**src/sv/message_fifo_with_search_top_macros.svh**
```systemverilog
// Assertion macros for the message FIFO with search.
`ifndef MESSAGE_FIFO_WITH_SEARCH_TOP_MACROS_SVH
`define MESSAGE_FIFO_WITH_SEARCH_TOP_MACROS_SVH

// Antecedent implies consequent in the same cycle.
`define MFS_ASSERT_NOW(label, ante, cons, msg) \
  label: assert property (@(posedge clk) disable iff (rst) (ante) |-> (cons)) else $error(msg);

// Antecedent implies consequent in the following cycle.
`define MFS_ASSERT_NEXT(label, ante, cons, msg) \
  label: assert property (@(posedge clk) disable iff (rst) (ante) |=> (cons)) else $error(msg);

`endif

```
**src/sv/mfs_pkg.sv**
```systemverilog
// Shared types and constants for the message FIFO with search.
package mfs_pkg;

  localparam int QUEUE_DEPTH_DEF = 16;

  localparam int CMD_W = 2;
  localparam int SRC_W = 16;
  localparam int MSG_W = 32;
  localparam int OCC_W = 5;
  localparam int TOT_W = 32;

  // Command codes.
  localparam logic [CMD_W-1:0] CMD_ENQUEUE = 2'd0;
  localparam logic [CMD_W-1:0] CMD_DEQUEUE = 2'd1;
  localparam logic [CMD_W-1:0] CMD_SEARCH  = 2'd2;
  localparam logic [CMD_W-1:0] CMD_FLUSH   = 2'd3;

  // One result beat as it leaves the controller.
  typedef struct packed {
    logic                    success;
    logic                    full_drop;
    logic [SRC_W-1:0]        out_source;
    logic signed [MSG_W-1:0] out_message;
    logic [OCC_W-1:0]        occupancy;
    logic [TOT_W-1:0]        enqueued_total;
    logic [TOT_W-1:0]        dequeued_total;
  } res_t;

endpackage

```
**src/sv/message_fifo_with_search_top.sv**
```systemverilog
// Message FIFO with search: enqueue and flush go straight to the result state, dequeue
// reads the head entry first, and a search compares entries up to and including the oldest
// match (at most occupancy, none when empty), one entry per cycle through the RAM read port.
// A finished result waits in the result state while the output register is stalled.
// The result stays in an output register while the next item is taken.
// Synchronous rst clears pointers, count, totals and valids; RAM contents are kept.
module message_fifo_with_search_top #(
  parameter int QUEUE_DEPTH = mfs_pkg::QUEUE_DEPTH_DEF
) (
  input  logic                             clk,
  input  logic                             rst,
  input  logic                             in_valid,
  output logic                             in_stall,
  input  logic [mfs_pkg::CMD_W-1:0]        command,
  input  logic [mfs_pkg::SRC_W-1:0]        source_id,
  input  logic signed [mfs_pkg::MSG_W-1:0] message,
  output logic                             out_valid,
  input  logic                             out_stall,
  output logic                             success,
  output logic                             full_drop,
  output logic [mfs_pkg::SRC_W-1:0]        out_source,
  output logic signed [mfs_pkg::MSG_W-1:0] out_message,
  output logic [mfs_pkg::OCC_W-1:0]        occupancy,
  output logic [mfs_pkg::TOT_W-1:0]        enqueued_total,
  output logic [mfs_pkg::TOT_W-1:0]        dequeued_total
);

  `include "message_fifo_with_search_top_macros.svh"

  localparam int AW = $clog2(QUEUE_DEPTH);
  localparam int DW = mfs_pkg::SRC_W + mfs_pkg::MSG_W;

  logic          ram_we;
  logic [AW-1:0] ram_waddr;
  logic [DW-1:0] ram_wdata;
  logic [AW-1:0] ram_raddr;
  logic [DW-1:0] ram_rdata;
  mfs_pkg::res_t res;
  mfs_pkg::res_t out_res;
  logic          res_valid;
  logic          res_take;
  logic          accept;

  // Entry storage: source and message side by side.
  mfs_ram #(
    .WIDTH(DW),
    .DEPTH(QUEUE_DEPTH)
  ) u_ram (
    .clk  (clk),
    .we   (ram_we),
    .waddr(ram_waddr),
    .wdata(ram_wdata),
    .raddr(ram_raddr),
    .rdata(ram_rdata)
  );

  mfs_ctrl #(
    .QUEUE_DEPTH(QUEUE_DEPTH)
  ) u_ctrl (
    .clk      (clk),
    .rst      (rst),
    .in_valid (in_valid),
    .in_stall (in_stall),
    .command  (command),
    .source_id(source_id),
    .message  (message),
    .ram_we   (ram_we),
    .ram_waddr(ram_waddr),
    .ram_wdata(ram_wdata),
    .ram_raddr(ram_raddr),
    .ram_rdata(ram_rdata),
    .res      (res),
    .res_valid(res_valid),
    .res_take (res_take),
    .accept   (accept)
  );

  // Output register loads when empty or when its beat leaves this cycle.
  assign res_take = res_valid && (!out_valid || !out_stall);

  always_ff @(posedge clk) begin
    if (rst) begin
      out_valid <= 1'b0;
    end else if (res_take) begin
      out_valid <= 1'b1;
    end else if (!out_stall) begin
      out_valid <= 1'b0;
    end
  end

  always_ff @(posedge clk) begin
    if (res_take) begin
      out_res <= res;
    end
  end

  assign success        = out_res.success;
  assign full_drop      = out_res.full_drop;
  assign out_source     = out_res.out_source;
  assign out_message    = out_res.out_message;
  assign occupancy      = out_res.occupancy;
  assign enqueued_total = out_res.enqueued_total;
  assign dequeued_total = out_res.dequeued_total;

  // The sequencer works on one item at a time.
  `MFS_ASSERT_NEXT(a_busy_after_accept, accept, in_stall, "input taken while item in flight")
  // A result handed to the output register is not offered twice.
  `MFS_ASSERT_NEXT(a_result_once, res_take, !res_valid, "result offered twice")
  // A dropped enqueue never reports success.
  `MFS_ASSERT_NOW(a_drop_no_success, out_valid && full_drop, !success, "drop with success")

endmodule

```
**src/sv/mfs_ram.sv**
```systemverilog
// Generic single-port-write, single-port-read RAM with registered read data.
module mfs_ram #(
  parameter int WIDTH = 8,
  parameter int DEPTH = 16
) (
  input  logic                     clk,
  input  logic                     we,
  input  logic [$clog2(DEPTH)-1:0] waddr,
  input  logic [WIDTH-1:0]         wdata,
  input  logic [$clog2(DEPTH)-1:0] raddr,
  output logic [WIDTH-1:0]         rdata
);

  logic [WIDTH-1:0] mem [DEPTH];

  // Write port and registered read port.
  always_ff @(posedge clk) begin
    if (we) begin
      mem[waddr] <= wdata;
    end
    rdata <= mem[raddr];
  end

endmodule

```
**src/sv/mfs_ctrl.sv**
```systemverilog
// Command sequencer: queue pointers, counters and the search scan over the RAM.
module mfs_ctrl #(
  parameter int QUEUE_DEPTH = mfs_pkg::QUEUE_DEPTH_DEF
) (
  input  logic                                   clk,
  input  logic                                   rst,
  input  logic                                   in_valid,
  output logic                                   in_stall,
  input  logic [mfs_pkg::CMD_W-1:0]              command,
  input  logic [mfs_pkg::SRC_W-1:0]              source_id,
  input  logic signed [mfs_pkg::MSG_W-1:0]       message,
  output logic                                   ram_we,
  output logic [$clog2(QUEUE_DEPTH)-1:0]         ram_waddr,
  output logic [mfs_pkg::SRC_W+mfs_pkg::MSG_W-1:0] ram_wdata,
  output logic [$clog2(QUEUE_DEPTH)-1:0]         ram_raddr,
  input  logic [mfs_pkg::SRC_W+mfs_pkg::MSG_W-1:0] ram_rdata,
  output mfs_pkg::res_t                          res,
  output logic                                   res_valid,
  input  logic                                   res_take,
  output logic                                   accept
);

  localparam int AW = $clog2(QUEUE_DEPTH);
  localparam int CW = $clog2(QUEUE_DEPTH + 1);
  localparam logic [AW-1:0] LAST_IDX = AW'(QUEUE_DEPTH - 1);
  localparam logic [CW-1:0] FULL_CNT = CW'(QUEUE_DEPTH);

  localparam logic [1:0] ST_IDLE   = 2'd0;
  localparam logic [1:0] ST_READ   = 2'd1;
  localparam logic [1:0] ST_SCAN   = 2'd2;
  localparam logic [1:0] ST_RESULT = 2'd3;

  logic [1:0]                       state;
  logic [AW-1:0]                    head;
  logic [AW-1:0]                    tail;
  logic [CW-1:0]                    count;
  logic [mfs_pkg::TOT_W-1:0]        enq_cnt;
  logic [mfs_pkg::TOT_W-1:0]        deq_cnt;
  logic [AW-1:0]                    scan_ptr;
  logic [CW-1:0]                    scan_k;
  logic [mfs_pkg::MSG_W-1:0]        key;
  logic                             r_success;
  logic                             r_drop;
  logic [mfs_pkg::SRC_W-1:0]        r_src;
  logic [mfs_pkg::MSG_W-1:0]        r_msg;

  logic                             full;
  logic                             empty;
  logic                             match;
  logic                             scan_last;
  logic [mfs_pkg::SRC_W-1:0]        rd_src;
  logic [mfs_pkg::MSG_W-1:0]        rd_msg;

  function automatic logic [AW-1:0] next_idx(input logic [AW-1:0] p);
    return (p == LAST_IDX) ? '0 : p + 1'b1;
  endfunction

  // Handshake and status decode.
  assign in_stall  = rst || (state != ST_IDLE);
  assign accept    = in_valid && !in_stall;
  assign full      = (count == FULL_CNT);
  assign empty     = (count == '0);
  assign rd_src    = ram_rdata[mfs_pkg::SRC_W+mfs_pkg::MSG_W-1:mfs_pkg::MSG_W];
  assign rd_msg    = ram_rdata[mfs_pkg::MSG_W-1:0];
  assign match     = (rd_msg == key);
  assign scan_last = ((scan_k + 1'b1) == count);

  // RAM access: write on an accepted enqueue that finds room, read the head or the scan pointer.
  assign ram_we    = accept && (command == mfs_pkg::CMD_ENQUEUE) && !full;
  assign ram_waddr = tail;
  assign ram_wdata = {source_id, message};
  assign ram_raddr = (state == ST_SCAN) ? scan_ptr : head;

  // Sequencer, pointers and running counters.
  always_ff @(posedge clk) begin
    if (rst) begin
      state   <= ST_IDLE;
      head    <= '0;
      tail    <= '0;
      count   <= '0;
      enq_cnt <= '0;
      deq_cnt <= '0;
    end else begin
      case (state)
        ST_IDLE: begin
          if (accept) begin
            case (command)
              mfs_pkg::CMD_ENQUEUE: begin
                state <= ST_RESULT;
                if (!full) begin
                  tail    <= next_idx(tail);
                  count   <= count + 1'b1;
                  enq_cnt <= enq_cnt + 1'b1;
                end
              end
              mfs_pkg::CMD_DEQUEUE: begin
                if (!empty) begin
                  head    <= next_idx(head);
                  count   <= count - 1'b1;
                  deq_cnt <= deq_cnt + 1'b1;
                  state   <= ST_READ;
                end else begin
                  state   <= ST_RESULT;
                end
              end
              mfs_pkg::CMD_SEARCH: begin
                if (!empty) begin
                  scan_ptr <= next_idx(head);
                  scan_k   <= '0;
                  state    <= ST_SCAN;
                end else begin
                  state    <= ST_RESULT;
                end
              end
              default: begin
                state   <= ST_RESULT;
                head    <= '0;
                tail    <= '0;
                count   <= '0;
                enq_cnt <= '0;
                deq_cnt <= '0;
              end
            endcase
          end
        end
        ST_READ: begin
          state <= ST_RESULT;
        end
        ST_SCAN: begin
          if (match || scan_last) begin
            state <= ST_RESULT;
          end else begin
            scan_ptr <= next_idx(scan_ptr);
            scan_k   <= scan_k + 1'b1;
          end
        end
        default: begin
          if (res_take) begin
            state <= ST_IDLE;
          end
        end
      endcase
    end
  end

  // Result payload and search key.
  always_ff @(posedge clk) begin
    if (state == ST_IDLE && accept) begin
      key       <= message;
      r_success <= (command == mfs_pkg::CMD_ENQUEUE) && !full;
      r_drop    <= (command == mfs_pkg::CMD_ENQUEUE) && full;
      r_src     <= '0;
      r_msg     <= '0;
    end else if (state == ST_READ) begin
      r_success <= 1'b1;
      r_src     <= rd_src;
      r_msg     <= rd_msg;
    end else if (state == ST_SCAN && match) begin
      r_success <= 1'b1;
      r_src     <= rd_src;
    end
  end

  // Result beat toward the output register.
  assign res_valid          = (state == ST_RESULT);
  assign res.success        = r_success;
  assign res.full_drop      = r_drop;
  assign res.out_source     = r_src;
  assign res.out_message    = r_msg;
  assign res.occupancy      = mfs_pkg::OCC_W'(count);
  assign res.enqueued_total = enq_cnt;
  assign res.dequeued_total = deq_cnt;

endmodule

```
**config.mk**
```make
export PLATFORM = sky130hd
export DESIGN_NAME = message_fifo_with_search_top
export DESIGN_NICKNAME = d
export VERILOG_FILES = /design/src/sv/mfs_pkg.sv /design/src/sv/message_fifo_with_search_top.sv /design/src/sv/mfs_ram.sv /design/src/sv/mfs_ctrl.sv
export VERILOG_INCLUDE_DIRS = /design/src /design/src/sv
export SDC_FILE = /design/constraint.sdc
export NUM_CORES = 1
export LEC_CHECK = 0
export BUFFER_PORTS_ARGS = -buffer_cell sky130_fd_sc_hd__buf_4
export CORE_MARGIN = 8
export CORE_UTILIZATION = 35
export CTS_CLUSTER_SIZE = 10
export DETAILED_ROUTE_END_ITERATION = 10
export GPL_ROUTABILITY_DRIVEN = 0
export SETUP_SLACK_MARGIN = 0.2
export SYNTH_ARGS = -nofsm -noshare
export SYNTH_HDL_FRONTEND = slang
export SYNTH_SLANG_ARGS = --single-unit
```
**constraint.sdc**
```tcl
create_clock -name clk -period 23.9 [get_ports clk]
set_input_delay 3.585 -clock clk [delete_from_list [all_inputs] [get_ports clk]]
set_output_delay 3.585 -clock clk [all_outputs]
set_load 0.01 [all_outputs]
```
* Yosys cells after proc, flatten, opt, wreduce, memory -nomap -nowiden
Memories as Yosys holds them, arrays and structs flattened. A register that Yosys moved wholly into a read port is not among the register bits.
Index checks and enable logic that the tools add are counted.
** Cells by class
- Add/sub/neg operators :: 8
- Equality and inequality tests :: 19
- Mux-type cells :: 40
- Bitwise operators :: 4
- Reduce and logical (&&, ||, !) cells :: 30
** Operators by type and width (count)
- case mux 32 bit (2 select lines) :: 2
- adder 32 x 1 -> 32 bit (second input constant) :: 2
- 2-to-1 mux 32 bit :: 2
- 2-to-1 mux 4 bit :: 9
- == test 32 bit :: 1
- 2-to-1 mux 16 bit :: 2
- 2-to-1 mux 5 bit :: 6
- case mux 4 bit (2 select lines) :: 3
- case mux 5 bit (3 select lines) :: 1
- adder 4 x 1 -> 4 bit (second input constant) :: 3
- == test 4 bit (second input constant) :: 3
- != test 2 bit (second input constant) :: 6
- adder 5 x 1 -> 5 bit (second input constant) :: 2
- case mux 5 bit (2 select lines) :: 1
- logical AND 1 bit :: 8
- 2-to-1 mux 1 bit :: 8
- 2-to-1 mux 2 bit :: 4
- AND reduction 4 bit :: 2
- == test 2 bit (second input constant) :: 3
- case mux 2 bit (3 select lines) :: 1
- AND reduction 6 bit :: 1
- nonzero test 2 bit :: 3
- == test 5 bit :: 1
- == test 5 bit (second input constant) :: 1
- 14 further kinds :: 26
** Storage, ports and cells
- Register bits after elaboration :: 290
- Memory bits (writable) :: 768
- Input bits :: 54
- Output and inout port bits :: 121
- Word-level logic and storage cells :: 123
- Memories kept :: 1
** Memory list
- u_ram.mem :: words 16, width 48, rd ports 1, clocked after Yosys merged registers in 1, wr ports 1, line mfs_ram.sv:14 : logic [WIDTH-1:0] mem [DEPTH];

* Longest topological paths before layout
- Depth after elaboration :: 8
- Mapped depth :: 10
- Depth with buffers taken out :: 10

* Modules after synthesis
From an unflattened synthesis, not the netlist that was laid out.
** Unflattened totals
- Cells, all modules :: 2153
- Area total of the unflattened synthesis :: 41195.8 µm²
** By module, submodules not included
- mfs_ram :: times used 1, cells each 1242, area each 29694.7 µm²
- mfs_ctrl :: times used 1, cells each 788, area each 7891.3 µm²
- message_fifo_with_search_top :: times used 1, cells each 123, area each 3609.7 µm²

* Least setup slack after synthesis
Ideal clock, no wire load.
- Path kind :: input port to flip-flop
- Start point :: input port out_stall
- End point :: register out_res (netlist bit dequeued_total[0]) (enable)
- Setup time :: 780 ps
- Arrival :: 12249 ps
- Data required time :: 23120 ps
- Slack :: 10871 ps
- Cell stages on the path :: 1
- Path buffers :: 0
- Cells stage by stage :: a21boi_0
** On the way
- Word-level cells in the longest chain between the ends :: 3
** Ends and longest elaborated chain
- from (decl) :: line message_fifo_with_search_top.sv:18 : input logic out_stall,
- logical NOT 1 bit
- logical OR 1 bit :: line message_fifo_with_search_top.sv:79 : assign res_take = res_valid && (!out_valid || !out_stall);
- logical AND 1 bit :: line message_fifo_with_search_top.sv:79
- to (signal assigned) :: line message_fifo_with_search_top.sv:93 : out_res <= res;
- to (decl) :: line message_fifo_with_search_top.sv:39 : mfs_pkg::res_t out_res;
No other way between the ends.
A chain may end at the register's enable or synchronous reset.

* Worst setup path after layout
- Start point :: input port rst
- End point :: output port in_stall
** On the way
- Word-level cells in the longest chain between the ends :: 1
** Ends and longest elaborated chain
- from (decl) :: line message_fifo_with_search_top.sv:11 : input logic rst,
- logical OR 1 bit :: line mfs_ctrl.sv:59 : assign in_stall = rst || (state != ST_IDLE);
- to (decl) :: line message_fifo_with_search_top.sv:13 : output logic in_stall,
No other way between the ends.

==> reports/summary.md <==
## Worst setup path
* 0.21 ns — slowest stage delay, CP
* 20.32 ns — Required @ worst endpoint
* sky130_fd_sc_hd__buf_4 — critical path's most frequent cell
* buffers and inverters — kind of cell with the highest combined delay on the critical path
* sky130_fd_sc_hd__inv_1 — slowest stage cell on the critical path
* 3 — count of buffering cells on the critical path with inverters included
* 13 — top fanout value on the critical path
* primary input to primary output — critical path class
* 4.22 ns — Arr. time, crit path
* primary output — critical path capture point type
* buf_4, inv_1, nand2_1, buf_4 — cell breakdown of the critical path
* primary input — startpoint types

## Pwr
* 100 mW/mm^2 — power per cell area
* 4.85 mW — total chip power
* 0.0000653 V — Worst IR Drop VDD
* 16.2 nW — Static Leakage

## STA
* false — unrepaired setup endpoints after global routing
* 0.0251 ns — Layout Skew
* 16.09 ns — worst setup margin
* 128 MHz — maximum clock rate
* 0.327 — portion of the clock cycle consumed by the worst path in the final layout
* 1.18 ns — Worst-Margin Slew
* 0 — Finish-stage setup viols
* 0.207 — Max transition margin
* 0 — final hold violation count
* 0 — number of pins with negative max-slew slack in the final report
* 0 ns — Sum Neg Setup Slack
* 7.81 ns — Min Clock Period, post-route

## Global routing
* 21.6k — vias in the first global route
* 0 — overflow left after global routing
* 8 — initial antenna violation count
* 0.141 — Overall Global Routing Usage
* 143 — largest net degree at the start of global routing
* 139000 microns — wire length of the first global-routing pass

## Logic synthesis
* 0 — proportion of register bits with asynchronous set or reset after synthesis
* sky130_fd_sc_hd__edfxtp_1 — dominant register cell in the synthesized netlist
* 930 — Post-synth EDFFs
* 930 x sky130_fd_sc_hd__edfxtp_1, 192 x sky130_fd_sc_hd__mux4_2, 176 x sky130_fd_sc_hd__dfxtp_1 — most instantiated cells after synthesis
* 0.762 — fraction of the yosys area taken by sequential cells
* sky130_fd_sc_hd__edfxtp_1 68%, sky130_fd_sc_hd__mux4_2 10%, sky130_fd_sc_hd__dfxtp_1 8.5% — biggest area contributors in the synthesized netlist
* 0.0413 sq mm — cell area after technology mapping
* 1106 — number of synthesized register bits
* 2283 — net count of the mapped netlist
* sky130_fd_sc_hd__edfxtp_1 — library cell occupying the most area in the post-synthesis netlist
* 2209 — synthesized netlist cell count
* 0 — yosys synthesis warning count
* 54 — Synth cell types
* 18.7 sq um — average cell area after synthesis
* 0.677 — top-area cell type share of the netlist area
* sky130_fd_sc_hd__edfxtp_1 — leading cell type by number of instances after synthesis

## Die
* 175 — I/O pins
* 126 — number of placement rows
* 0.117 sq mm — core area
* 0.129 sq mm — die area
* 0.351 — initial standard-cell utilization of the core
* 359 microns — die width
* 359 microns — height of the die

## Finish
* 0.413 — Finished Core Util
* 17.5% — area growth from synthesis to final layout
* 2527 — Net count, final
* 0.0485 sq mm — post-route design area
* 0.233 — share of final-layout standard cells stronger than drive strength 1

## Route
* 5.07 — post-DR vias/cell
* 1788 — starting DRC count in detailed routing
* 0 — number of design rule violations left after detail routing
* 93100 microns — sum of routed wire length over all layers
* 0 — ANT nets after route
* 5 — first-pass iteration count of the detailed router
* 20.8k — via count
* 22.7 microns — wire length per cell after detailed routing

## Clock network
* 130 — number of CTS-inserted buffers
* 1106 — number of clock sinks seen by CTS
* 0 — post_cts resized
* 0.06 ns — clock input transition at the sequential cells of the worst setup and hold paths
* 4 — H-tree lvl count
* sky130_fd_sc_hd__clkbuf_16 — root buffer cell
* built — CTS tree
* 0.72 ns — clk_lat worst skew
* 3 — maximum number of buffers from clock root to sink
* 0 — buffers inserted by post-CTS timing repair
* 0 — hold buffer count at CTS

## Placement
* 16.07 ns — setup slack after placement
* 174 — count of buffers inserted at the top-level ports
* 0.0446 sq mm — area post-placement
* 50400 microns — dpl hpwl

## Flow run
* 0 — max cap viols

## Status
* finished, final reports clean — outcome

## Worst hold path
* register to register — class of the tightest hold or removal check

worst reg2reg max path: cells and delay by family, from the launching register on:
kind	cells	cell delay, ns
AO/OA/AOI/OAI	2	0.39
adder cells (fa/ha/maj)	1	0.15
buffers and inverters	4	1.97
flip-flops	1	0.34
multiplexers	2	0.98
AND/OR/NAND/NOR	1	0.17
logic make-up after synthesis:
| logic type | after synthesis | share of synthesized area |
|---|---|---|
| buffers and inverters | 121 | 0.0129 |
| adder cells (fa/ha/maj) | 20 | 0.00624 |
| XOR/XNOR | 106 | 0.0225 |
| flip-flops | 1106 | 0.762 |
| AND/OR/NAND/NOR | 457 | 0.0536 |
| AO/OA/AOI/OAI | 147 | 0.0234 |
| multiplexers | 252 | 0.119 |
worst paths after layout:
| check | from | end | slack (ns) | depth (start not counted) |
|---|---|---|---|---|
| setup reg to reg | u_ctrl.state[0]$_SDFFE_PP0P_ | u_ram.rdata[40]$_DFF_P_ | 19.72 | 10 |
| setup / recovery | rst | in_stall | 16.09 | 4 |
| hold reg to reg | u_ctrl.r_msg[8]$_SDFFE_PP0N_ | out_message[8]$_DFFE_PP_ | 0.43 | 0 |
| hold / removal | u_ctrl.r_msg[8]$_SDFFE_PP0N_ | out_message[8]$_DFFE_PP_ | 0.43 | 0 |
sequential cells by signal (all words and copies together) (netlist names), 2 cells and up:
signal            count
out_message          32
u_ctrl.r_src         16
u_ctrl.key           32
u_ctrl.count          5
occupancy             5
dequeued_total       32
u_ctrl.head           4
u_ctrl.ram_waddr      4
u_ctrl.scan_k         5
u_ctrl.state          2
u_ctrl.r_msg         32
u_ram.mem           768
enqueued_total       32
u_ram.rdata          48
u_ctrl.scan_ptr       4
u_ctrl.enq_cnt       32
out_source           16
u_ctrl.deq_cnt       32
cell type report:
| class | instances | area, sq um |
|---|---|---|
| Clock buffer | 222 | 3630 |
| Tap cell | 1536 | 1920 |
| Multi-Input combinational cell | 982 | 9510 |
| Inverter | 20 | 77.6 |
| Timing Repair Buffer | 213 | 1620 |
| Fill cell | 10400 | 68900 |
| Sequential cell | 1106 | 31500 |
| Clock inverter | 17 | 290 |
| Antenna cell | 3 | 7.51 |
metrics by stage:
step	hold slack [ns]	std cells
after CTS	0.425	4096
after global placement	0.417	3857
after global routing	0.442	4096
final	0.426	4099
after detailed placement	0.416	3857
after floorplan	0.400	2209
layout by cell type, fill, tap and decap left out, drive strengths merged, types with 2 or more instances in the layout:
cell,netlist,routed
a311oi,2,2
diode,0,3
dfxtp,176,176
mux4,192,192
nand2,138,138
nor3,17,17
edfxtp,930,930
clkbuf,60,222
a211oi,48,48
nand2b,2,2
mux2,3,3
ha,19,19
mux2i,57,57
inv,20,27
xor2,45,45
a31oi,53,53
nor2,145,145
nor2b,5,5
or4,3,3
a21boi,3,3
xnor2,61,61
clkinv,0,9
a21oi,19,19
a21o,2,2
o21ai,13,13
and2,53,53
nor4b,2,2
nor4,6,6
buf,41,213
and4,7,7
nand3,30,30
and3,11,11
nand4,30,30
o31ai,3,3
or3,5,5
where the power goes:
group | total (mW) | internal, mW | switching [mW]
Sequential | 2.30 | 2.22 | 0.0782
Clock | 1.81 | 1.05 | 0.758
Combinational | 0.738 | 0.324 | 0.414
per-layer routing:
layer,up-vias,track usage,wire [microns],share of wire
li1,9192,-,-,-
met1,10800,0.195,41600,0.45
met2,672,0.222,43300,0.46
met3,152,0.0344,6280,0.067
met4,4,0.0403,1940,0.021
met5,-,0,29,0.00031
Power figures use the tool's default switching activity.
